**src/hdl/mot_pkg.sv**
```systemverilog
// ----------------------------------------------------------------------------
// mot_pkg: shared types and constants of the mutex ownership table
// Command and status codes, the request and response records, default sizes.
// ----------------------------------------------------------------------------
`default_nettype none

package mot_pkg;

  localparam int CMD_W            = 2;
  localparam int HANDLE_W         = 4;
  localparam int TASK_W           = 8;
  localparam int STATUS_W         = 3;
  localparam int HANDLE_SPACE     = 1 << HANDLE_W;

  localparam int NUM_SLOTS_DEF    = 16;
  localparam int TASK_ID_BITS_DEF = 8;

  typedef enum logic [CMD_W-1:0] {
    CMD_CREATE  = 2'd0,
    CMD_ENTER   = 2'd1,
    CMD_EXIT    = 2'd2,
    CMD_DESTROY = 2'd3
  } cmd_t;

  typedef enum logic [STATUS_W-1:0] {
    ST_OK      = 3'd0,
    ST_WAIT    = 3'd1,
    ST_NOTIFY  = 3'd2,
    ST_KILL    = 3'd3,
    ST_INVALID = 3'd4,
    ST_FULL    = 3'd5,
    ST_BUSY    = 3'd6
  } status_t;

  typedef struct packed {
    cmd_t                cmd;
    logic [HANDLE_W-1:0] handle;
    logic [TASK_W-1:0]   task_id;
  } req_t;

  typedef struct packed {
    status_t             status;
    logic [HANDLE_W-1:0] new_handle;
  } resp_t;

endpackage

`default_nettype wire

```
**src/hdl/mutex_ownership_table.sv**
```systemverilog
// ----------------------------------------------------------------------------
// mutex_ownership_table: hardware mutex slot table
// Create, enter, exit and destroy commands on a table of owned mutex slots.
// ----------------------------------------------------------------------------
//  channel | direction | ports
//  in      | into      | in_valid, in_stall, in_command, in_handle, in_task_id
//  out     | out of    | out_valid, out_stall, out_status, out_new_handle
//
//  One item per cycle while the output is not stalled; an accepted item enters
//  the input register, and the result register loads from it when not held.
//  The table update lands with the result, so the next item sees it.
//  Reset clears all allocated bits directly; no clearing pass.
//  A stalled result holds its register; one further item waits in the input
//  register, after which in_stall rises.
// ----------------------------------------------------------------------------
`default_nettype none

module mutex_ownership_table #(
  parameter int NUM_SLOTS    = mot_pkg::NUM_SLOTS_DEF,
  parameter int TASK_ID_BITS = mot_pkg::TASK_ID_BITS_DEF
) (
  input  logic                            clk,
  input  logic                            rst_n,
  input  logic                            in_valid,
  output logic                            in_stall,
  input  logic [mot_pkg::CMD_W-1:0]       in_command,
  input  logic [mot_pkg::HANDLE_W-1:0]    in_handle,
  input  logic [mot_pkg::TASK_W-1:0]      in_task_id,
  output logic                            out_valid,
  input  logic                            out_stall,
  output logic [mot_pkg::STATUS_W-1:0]    out_status,
  output logic [mot_pkg::HANDLE_W-1:0]    out_new_handle
);
  import mot_pkg::*;

  logic    s1_valid_r;
  req_t    s1_req_r;
  logic    out_valid_r;
  resp_t   out_resp_r;
  resp_t   resp;
  logic    out_hold;
  logic    commit;
  logic    accept;

  assign out_hold = out_valid_r && out_stall;
  assign in_stall = s1_valid_r && out_hold;
  assign accept   = in_valid && !in_stall;
  assign commit   = s1_valid_r && !out_hold;

  mot_slot_table #(
    .NUM_SLOTS    (NUM_SLOTS),
    .TASK_ID_BITS (TASK_ID_BITS)
  ) u_slot_table (
    .clk    (clk),
    .rst_n  (rst_n),
    .commit (commit),
    .req    (s1_req_r),
    .resp   (resp)
  );

  always_ff @(posedge clk) begin
    if (!rst_n) begin
      s1_valid_r  <= 1'b0;
      out_valid_r <= 1'b0;
    end else begin
      if (!in_stall) begin
        s1_valid_r <= in_valid;
      end
      if (!out_hold) begin
        out_valid_r <= s1_valid_r;
      end
    end
  end

  always_ff @(posedge clk) begin
    if (accept) begin
      s1_req_r <= '{cmd: cmd_t'(in_command), handle: in_handle, task_id: in_task_id};
    end
    if (commit) begin
      out_resp_r <= resp;
    end
  end

  assign out_valid      = out_valid_r;
  assign out_status     = out_resp_r.status;
  assign out_new_handle = out_resp_r.new_handle;

  a_commit_gives_result: assert property (@(posedge clk) disable iff (!rst_n)
    commit |=> out_valid_r)
    else $error("decided item produced no result");

  a_stall_only_when_full: assert property (@(posedge clk) disable iff (!rst_n)
    in_stall |-> s1_valid_r && out_valid_r)
    else $error("input stalled with room in the pipeline");

endmodule

`default_nettype wire

```
**src/hdl/mot_find_free.sv**
```systemverilog
// ----------------------------------------------------------------------------
// mot_find_free: lowest free slot search
// Priority encoder over the allocated bits; reports the lowest clear bit.
// ----------------------------------------------------------------------------
`default_nettype none

module mot_find_free #(
  parameter int N     = 16,
  parameter int IDX_W = 4
) (
  input  logic [N-1:0]     alloc,
  output logic             found,
  output logic [IDX_W-1:0] idx
);

  // scan from the top so the lowest free slot wins
  always_comb begin
    found = 1'b0;
    idx   = '0;
    for (int i = N - 1; i >= 0; i--) begin
      if (!alloc[i]) begin
        found = 1'b1;
        idx   = IDX_W'(i);
      end
    end
  end

endmodule

`default_nettype wire

```
**src/hdl/mot_slot_table.sv**
```systemverilog
// ----------------------------------------------------------------------------
// mot_slot_table: slot state and command decision
// Holds allocated bits and owners, decides one command and commits its update.
// ----------------------------------------------------------------------------
`default_nettype none

module mot_slot_table #(
  parameter int NUM_SLOTS    = mot_pkg::NUM_SLOTS_DEF,
  parameter int TASK_ID_BITS = mot_pkg::TASK_ID_BITS_DEF
) (
  input  logic          clk,
  input  logic          rst_n,
  input  logic          commit,
  input  mot_pkg::req_t req,
  output mot_pkg::resp_t resp
);
  import mot_pkg::*;

  // only slots a handle can name are kept
  localparam int ADDR_SLOTS = (NUM_SLOTS < HANDLE_SPACE) ? NUM_SLOTS : HANDLE_SPACE;
  localparam int IDX_W      = (ADDR_SLOTS > 1) ? $clog2(ADDR_SLOTS) : 1;

  logic [ADDR_SLOTS-1:0]   alloc_r;
  logic [ADDR_SLOTS-1:0]   alloc_nxt;
  logic [TASK_ID_BITS-1:0] owner_r [ADDR_SLOTS];
  logic [TASK_ID_BITS-1:0] owner_nxt;
  logic                    owner_we;
  logic [IDX_W-1:0]        wr_idx;

  logic [TASK_W+TASK_ID_BITS-1:0] caller_ext;
  logic [TASK_ID_BITS-1:0]        caller;
  logic [TASK_ID_BITS-1:0]        cur_owner;
  logic                           in_range;
  logic                           handle_ok;
  logic [IDX_W-1:0]               idx;
  logic                           free_found;
  logic [IDX_W-1:0]               free_idx;

  mot_find_free #(
    .N     (ADDR_SLOTS),
    .IDX_W (IDX_W)
  ) u_find_free (
    .alloc (alloc_r),
    .found (free_found),
    .idx   (free_idx)
  );

  assign caller_ext = {{TASK_ID_BITS{1'b0}}, req.task_id};
  assign caller     = caller_ext[TASK_ID_BITS-1:0];
  assign in_range   = (int'(req.handle) < NUM_SLOTS);
  assign idx        = req.handle[IDX_W-1:0];
  assign handle_ok  = in_range && alloc_r[idx];
  assign cur_owner  = owner_r[idx];

  always_comb begin
    resp.status     = ST_OK;
    resp.new_handle = '0;
    alloc_nxt       = alloc_r;
    owner_we        = 1'b0;
    owner_nxt       = '0;
    wr_idx          = idx;
    case (req.cmd)
      CMD_CREATE: begin
        if (free_found) begin
          alloc_nxt[free_idx] = 1'b1;
          owner_we            = 1'b1;
          wr_idx              = free_idx;
          resp.new_handle     = HANDLE_W'(free_idx);
        end else begin
          resp.status = ST_FULL;
        end
      end
      CMD_DESTROY: begin
        if (!handle_ok) begin
          resp.status = ST_INVALID;
        end else if (cur_owner == '0) begin
          alloc_nxt[idx] = 1'b0;
        end else begin
          resp.status = ST_BUSY;
        end
      end
      CMD_ENTER: begin
        if (!handle_ok || caller == '0) begin
          resp.status = ST_INVALID;
        end else if (cur_owner == '0) begin
          owner_we  = 1'b1;
          owner_nxt = caller;
        end else if (cur_owner != caller) begin
          resp.status = ST_WAIT;
        end
      end
      CMD_EXIT: begin
        if (!handle_ok || caller == '0) begin
          resp.status = ST_INVALID;
        end else if (cur_owner == caller) begin
          owner_we    = 1'b1;
          resp.status = ST_NOTIFY;
        end else begin
          resp.status = ST_KILL;
        end
      end
      default: begin
        resp.status = ST_INVALID;
      end
    endcase
  end

  always_ff @(posedge clk) begin
    if (!rst_n) begin
      alloc_r <= '0;
    end else if (commit) begin
      alloc_r <= alloc_nxt;
    end
  end

  // owners are only read for allocated slots, and create clears them
  always_ff @(posedge clk) begin
    if (commit && owner_we) begin
      owner_r[wr_idx] <= owner_nxt;
    end
  end

  a_full_means_all_taken: assert property (@(posedge clk) disable iff (!rst_n)
    commit && req.cmd == CMD_CREATE && resp.status == ST_FULL |-> &alloc_r)
    else $error("create reported full with a free slot");

  a_create_marks_slot: assert property (@(posedge clk) disable iff (!rst_n)
    commit && req.cmd == CMD_CREATE && resp.status == ST_OK |=> alloc_r[$past(free_idx)])
    else $error("created slot not marked allocated");

  a_notify_frees_owner: assert property (@(posedge clk) disable iff (!rst_n)
    commit && resp.status == ST_NOTIFY |=> owner_r[$past(idx)] == '0)
    else $error("released mutex still owned");

  a_busy_keeps_table: assert property (@(posedge clk) disable iff (!rst_n)
    commit && resp.status == ST_BUSY |=> alloc_r == $past(alloc_r))
    else $error("busy destroy changed the table");

endmodule

`default_nettype wire

```
**config.mk**
```make
export PLATFORM = sky130hd
export DESIGN_NAME = mutex_ownership_table
export DESIGN_NICKNAME = d
export VERILOG_FILES = /design/src/hdl/mot_pkg.sv /design/src/hdl/mutex_ownership_table.sv /design/src/hdl/mot_find_free.sv /design/src/hdl/mot_slot_table.sv
export SDC_FILE = /design/constraint.sdc
export NUM_CORES = 1
export LEC_CHECK = 0
export BUFFER_PORTS_ARGS = -buffer_cell sky130_fd_sc_hd__buf_2
export CAP_MARGIN = 20
export CORE_UTILIZATION = 30
export DETAILED_ROUTE_END_ITERATION = 12
export PLACE_DENSITY_LB_ADDON = 0.05
export SKIP_CTS_REPAIR_TIMING = 1
export SYNTH_ARGS = -nofsm -noshare
export SYNTH_HDL_FRONTEND = slang
export SYNTH_SLANG_ARGS = --single-unit
```
**constraint.sdc**
```tcl
create_clock -name clk -period 4.69 [get_ports clk]
set_input_delay 0.469 -clock clk [delete_from_list [all_inputs] [get_ports clk]]
set_output_delay 0.469 -clock clk [all_outputs]
set_load 0.01 [all_outputs]
```
==> results of run 1 <==
[cells in the final DEF, fill, tap and decap left out, types with 3 or more instances in the layout]
cell type and instances:
a21oi_1 11, o211ai_1 3, a211oi_1 8, edfxtp_1 149, xnor2_1 7, clkinvlp_4 5, inv_6 5, and3_1 16
a31oi_1 5, mux4_2 27, nand4_1 11, a22oi_1 4, mux4_1 4, nor2_1 44, o21ai_0 10, mux2_2 15
buf_2 26, clkbuf_16 17, clkinv_1 5, buf_4 23, nand2_1 41, dfxtp_1 20, nor4_1 7, nand2b_1 10
and2_1 4, mux2i_1 21, a2111oi_0 6, xor2_1 5, a311oi_1 4, inv_1 11, nor2b_1 10, nor3_1 30
a31o_2 11, o22ai_1 7, nand3_1 10
[registers in the layout, summed over array words and instances (netlist names), named ones only]
| signal | cells |
|---|---|
| out_new_handle | 4 |
| out_status | 3 |
| out_valid | 1 |
| s1_req_r | 14 |
| s1_valid_r | 1 |
| u_slot_table.alloc_r | 16 |
| u_slot_table.owner_r | 128 |
[power by group]
| group | leakage, nW | switching, mW | internal, mW |
|---|---|---|---|
| Clock | 0.260 | 0.627 | 0.740 |
| Sequential | 1.83 | 0.0403 | 1.65 |
| Combinational | 1.24 | 0.121 | 0.0929 |
| Total | 3.34 | 0.789 | 2.48 |
[kinds of logic (layout without fill, tap and decap cells)]
logic type / count (synthesis) / in the layout / synth area share (%)
AND/OR/NAND/NOR: 190 / 190 / 11.6
multiplexers: 67 / 67 / 13.6
buffers and inverters: 44 / 96 / 3.25
flip-flops: 171 / 171 / 61.1
XOR/XNOR: 12 / 12 / 1.31
AO/OA/AOI/OAI: 93 / 93 / 9.12
[path summary, 6_finish.rpt]
path                                                     to           from  cells past startpoint
worst max-delay path            u_slot_table.owner_r[15][0]      flip-flop                     10
worst min-delay path                            s1_req_r[3]  in_task_id[3]                      1
worst max register to register  u_slot_table.owner_r[15][0]      flip-flop                     10
worst min register to register                    out_valid     s1_valid_r                      2
[metal layers]
metal | vias to the layer above | wire length, um
met5 | - | 0
met4 | 0 | 430
met3 | 28 | 878
met2 | 125 | 11000
met1 | 2733 | 10900
li1 | 2361 | -
[area by class of cell]
type / count / area share (%)
repair buffers: 50 / 3.53
clock inverters: 15 / 1.52
multi-input cells: 362 / 31.3
clock buffers: 17 / 4.65
inverters: 14 / 0.575
well taps: 335 / 4.59
flip-flops and latches: 171 / 53.8
==> reports/metrics.yaml, run 1 <==
finish:
  ff_latch_area_mm2: 0.00492
  fin_area_mm2: 0.00914
  num-fill-cells: 2541
  multi_input_area_mm2: 0.00286
  utilization_pct: 34.9
  fin_nets: 634
  drive_gt1_share_pct: 22.7
  syn2layout_area_growth_pct: 13.7
  final_cells: 964
  num_antenna_cells: 0
placed_design:
  place_congestion: 0.882
  dp.cells: 932
  dp.final_hpwl_um: 17100
  pre_cts_ws_ns: 0.489
  post_dp_cell_area_mm2: 0.00858
  port_buffers: 26
global_routing:
  antenna_found_initial: 1
  grt_pass1_wl_um: 35400
  busiest_layer: "met2"
  grt.overflow.total: 0
  gr-usage-met2_pct: 28.2
  track_usage_pct: 17.5
  use_met3_pct: 3.15
  grt_pass1_vias: 5335
  gr-usage-met1_pct: 24.2
  grt_max_degree: 24
routing:
  wl_um: 23300
  dr.pass1.iters: 9
  avgRoutedWirePerCell_um: 24.2
  drt_iter0_markers: 417
  post-route-drc-count: 2
  vias: 5247
  drt-vias-per-instance: 5.44
  antenna_left: 0
pwr:
  power_mw: 3.27
  vdd_drop_max_uv: 223
  cellPowerDensity_mw_per_mm2: 358
  p_leak_nw: 3.34
synthesis:
  ys_warn_count: 0
  post-synth-top-area-cell: "edfxtp_1"
  synthFlopType: "edfxtp_1"
  ys_ff_latch: 171
  synth_common_cells: "edfxtp_1 (149), nor2_1 (44), nand2_1 (41)"
  yosysMostFrequentCell: "edfxtp_1"
  synth-seq-area-share_pct: 61.1
  synth-async-reset-ratio_pct: 0
  synthTopCellsByArea: "edfxtp_1 (56%), mux4_2 (7.6%), dfxtp_1 (5.5%)"
  syn_nets: 595
  synth.avg_cell_area_um2: 13.9
  ys_types: 60
  synth_edf_count: 149
  yosys.area.top_type_share_pct: 55.6
  syn_inst: 577
  netlist_area_mm2: 0.00804
clock_tree:
  htree_num_levels: 4
  clk_pin_slew_ns: 0.07
  clk_path_buf_depth: 2
  numCtsBuffers: 17
  clock_latency_ns: 0.43
  cts.sinks: 171
  cts_tree: "done"
  clock-root-buffer: "clkbuf_16"
run_status:
  violations: "design-rule violations"
  outcome: "finished with violations"
timing:
  setup_violations: 0
  period_share_pct: 89.6
  tightest_slew_ns: 0.964
  post-route-min-period_ns: 4.20
  finalHoldViolations: 0
  maxSlewViolCount: 0
  rsz0062_at_grt: "no"
  whs_ns: 0.214
  skew_ns: 0.0203
  slew_headroom_pct: 35.5
  setup_tns_ns: 0
  layout_setup_ws_ns: 0.487
  clock.fmax_ghz: 0.238
job:
  max_cap_viol_count: 0
critical_path:
  critPathMaxStageDelay_ns: 0.77
  cp.arrival_ns: 4.34
  crit_chain: "buf_12 > mux2_2 > a2111oi_0 > a211oi_1 > o22ai_1 > and2_1 > a32o_2 > a31oi_4 > nor3_1 > buf_4"
  required_ns: 4.83
  crit_family: "compound AO/OA/AOI/OAI gates"
  crit_slowest_cell: "dfxtp_2"
  crit_buf_inv: 2
  critPathKind: "reg -> reg"
  critPathMaxFanout: 23
  cp-end-kind: "flip-flop"
  reg2reg_slack_ns: 0.49
  cp-start-kind: "flip-flop"
die:
  rows: 59
  fp.coreArea_mm2: 0.0262
  die_h_um: 166
  die_x_um: 166
  dieArea_mm2: 0.0275
  io_pins: 27
  start_util_pct: 30.7
min_path:
  hp-class: "in -> reg"
(Power assumes the default switching activity.)
==> run 2, diff against run 1 <==
- CORE_UTILIZATION: 30 -> 25
- SYNTH_HIERARCHICAL: not set -> 1
==> reports/metrics.yaml, run 2 <==
run_status:
  outcome: "finished clean"
synthesis:
  yosysMostFrequentCell: "edfxtp_1"
  syn_nets: 508
  synth-async-reset-ratio_pct: 0
  synthTopCellsByArea: "edfxtp_1 (61%), mux4_2 (5.3%), dfxtp_1 (5.0%)"
  synth-seq-area-share_pct: 66.4
  yosys.area.top_type_share_pct: 61.5
  ys_types: 50
  post-synth-top-area-cell: "edfxtp_1"
  synth_edf_count: 149
  synthFlopType: "edfxtp_1"
  ys_ff_latch: 167
  ys_warn_count: 6
  synth.avg_cell_area_um2: 14.9
  netlist_area_mm2: 0.00728
  synth_common_cells: "edfxtp_1 (149), nor2_1 (37), mux2i_1 (35)"
  syn_inst: 490
routing:
  met3_length_um: 585
  top_layer_used: "met4"
  wl_met1_um: 10600
  post-route-drc-count: 0
  avgRoutedWirePerCell_um: 22.3
  vias: 4427
  drt-vias-per-instance: 4.71
  drt_iter0_markers: 308
  antenna_left: 0
  dr.pass1.iters: 5
  wl_met2_um: 9510
  wl_um: 21000
pwr:
  p_leak_nw: 3.21
  cellPowerDensity_mw_per_mm2: 370
  vdd_drop_max_uv: 229
die:
  start_util_pct: 25.4
  dieArea_mm2: 0.0298
  die_h_um: 173
  fp.coreArea_mm2: 0.0287
  rows: 62
  die_x_um: 173
  io_pins: 27
clock_tree:
  cts.sinks: 167
  cts_tree: "done"
  htree_num_levels: 4
  clk_path_buf_depth: 2
  clock_latency_ns: 0.43
  clk_pin_slew_ns: 0.08
  numCtsBuffers: 17
  clock-root-buffer: "clkbuf_16"
finish:
  fin_nets: 561
  num_antenna_cells: 0
  drive_gt1_share_pct: 21.9
  ff_latch_area_mm2: 0.00483
  multi_input_area_mm2: 0.00230
  largest_register: "u_slot_table/owner_r"
  syn2layout_area_growth_pct: 18.6
  top_regs: "u_slot_table/owner_r: 128 flops, u_slot_table/alloc_r: 16 flops, s1_req_r: 14 flops"
  layout_commonest_cell: "edfxtp_1"
  utilization_pct: 30.1
  final_cell_mix: "edfxtp_1 (149), nor2_1 (37), mux2i_1 (35)"
  num-fill-cells: 2896
  largest_register_ffs: 128
placed_design:
  port_buffers: 26
  pre_cts_ws_ns: 0.375
  dp.final_hpwl_um: 14900
  place_congestion: 0.835
timing:
  maxSlewViolCount: 0
  skew_ns: 0.0168
  slew_headroom_pct: 25.5
  period_share_pct: 91.4
  layout_setup_ws_ns: 0.405
  setup_violations: 0
  clock.fmax_ghz: 0.233
  tightest_slew_ns: 1.11
  rsz0062_at_grt: "no"
  post-route-min-period_ns: 4.29
  finalHoldViolations: 0
  setup_tns_ns: 0
critical_path:
  cp-end-kind: "flip-flop"
  cp-start-kind: "flip-flop"
  cp.arrival_ns: 4.41
  critPathMaxFanout: 28
  required_ns: 4.82
  crit_slowest_cell: "edfxtp_1"
  r2r_cells: 11
  crit_chain: "buf_12 > mux4_1 > mux2_2 > a2111oi_2 > nand4_1 > o31ai_1 > nand2_2 > o31ai_4 > a21oi_2 > nor3_1 > buf_4"
  critPathMaxStageDelay_ns: 0.71
  critPathKind: "reg -> reg"
  reg2reg_slack_ns: 0.40
global_routing:
  grt_pass1_wl_um: 31200
  grt_pass1_vias: 4545
  track_usage_pct: 14.6
  grt.overflow.total: 0
  antenna_found_initial: 0
  grt_max_degree: 29
min_path:
  hp-class: "in -> reg"
  hold_depth: 1
job:
  max_cap_viol_count: 0
[run 2: cell count changes in the layout (fill, tap and decap cells not counted), sizes merged, moves of 8 or more]
cell / previous run / this run
mux4: 31 / 23
a21oi: 11 / 21
mux2i: 21 / 37
mux2: 15 / 5
a22oi: 4 / 16
o21ai: 11 / 24
nand2: 41 / 32
nor3: 30 / 17
a31o: 11 / 0
a211oi: 8 / 0
[run 2: per-layer routing]
layer  vias up  GRT usage (%)
li1       2027              -
met1      2276           21.0
met2       108           22.1
met3        16           2.86
met4         0           4.24
met5         -              0
[run 2: area by class of cell]
cell class,count,share of cell area (%)
tap,384,5.57
clock buffer,17,4.93
multi-input combinational,294,26.6
sequential,167,56.0
timing repair buffer,57,4.49
inverter,6,0.261
clock inverter,15,2.10
[run 2: logic make-up (layout without fill, tap and decap cells)]
group / Yosys count / after routing / share of synthesized area, %
buffers and inverters: 29 / 95 / 2.01
AND/OR/NAND/NOR: 137 / 137 / 9.40
flip-flops: 167 / 167 / 66.4
multiplexers: 65 / 65 / 13.6
XOR/XNOR: 12 / 12 / 1.44
AO/OA/AOI/OAI: 80 / 80 / 7.17
[run 2: per-stage QoR]
stage	hold WS (ns)	instance area, um^2	total power, mW	cells
detailed placement	0.511	8020	1.81	908
finish	0.215	8630	3.19	940
CTS	0.192	8630	3.24	940
floorplan	0.475	7280	1.75	490
global route	0.180	8630	3.30	940
global placement	0.505	8020	1.81	908
[run 2: final timing paths]
kind / startpoint / end
min reg2reg: s1_valid_r / out_valid
max reg2reg: s1_req_r[9] / u_slot_table/owner_r[3][2]
min: in_task_id[3] / s1_req_r[3]
max: s1_req_r[9] / u_slot_table/owner_r[3][2]
[run 2: worst max-delay path, delay by kind of cell (launching register included)]
family / cells / cell delay, ns
simple gates: 3 / 0.70
compound gates: 4 / 1.08
mux: 2 / 0.94
flops: 1 / 0.71
buf+inv: 2 / 0.53
[run 2: power by group]
| part | switching, mW | internal, mW | total [mW] |
|---|---|---|---|
| clock network | 0.691 | 0.725 | 1.42 |
| registers | 0.0190 | 1.61 | 1.63 |
| logic | 0.0877 | 0.0577 | 0.145 |
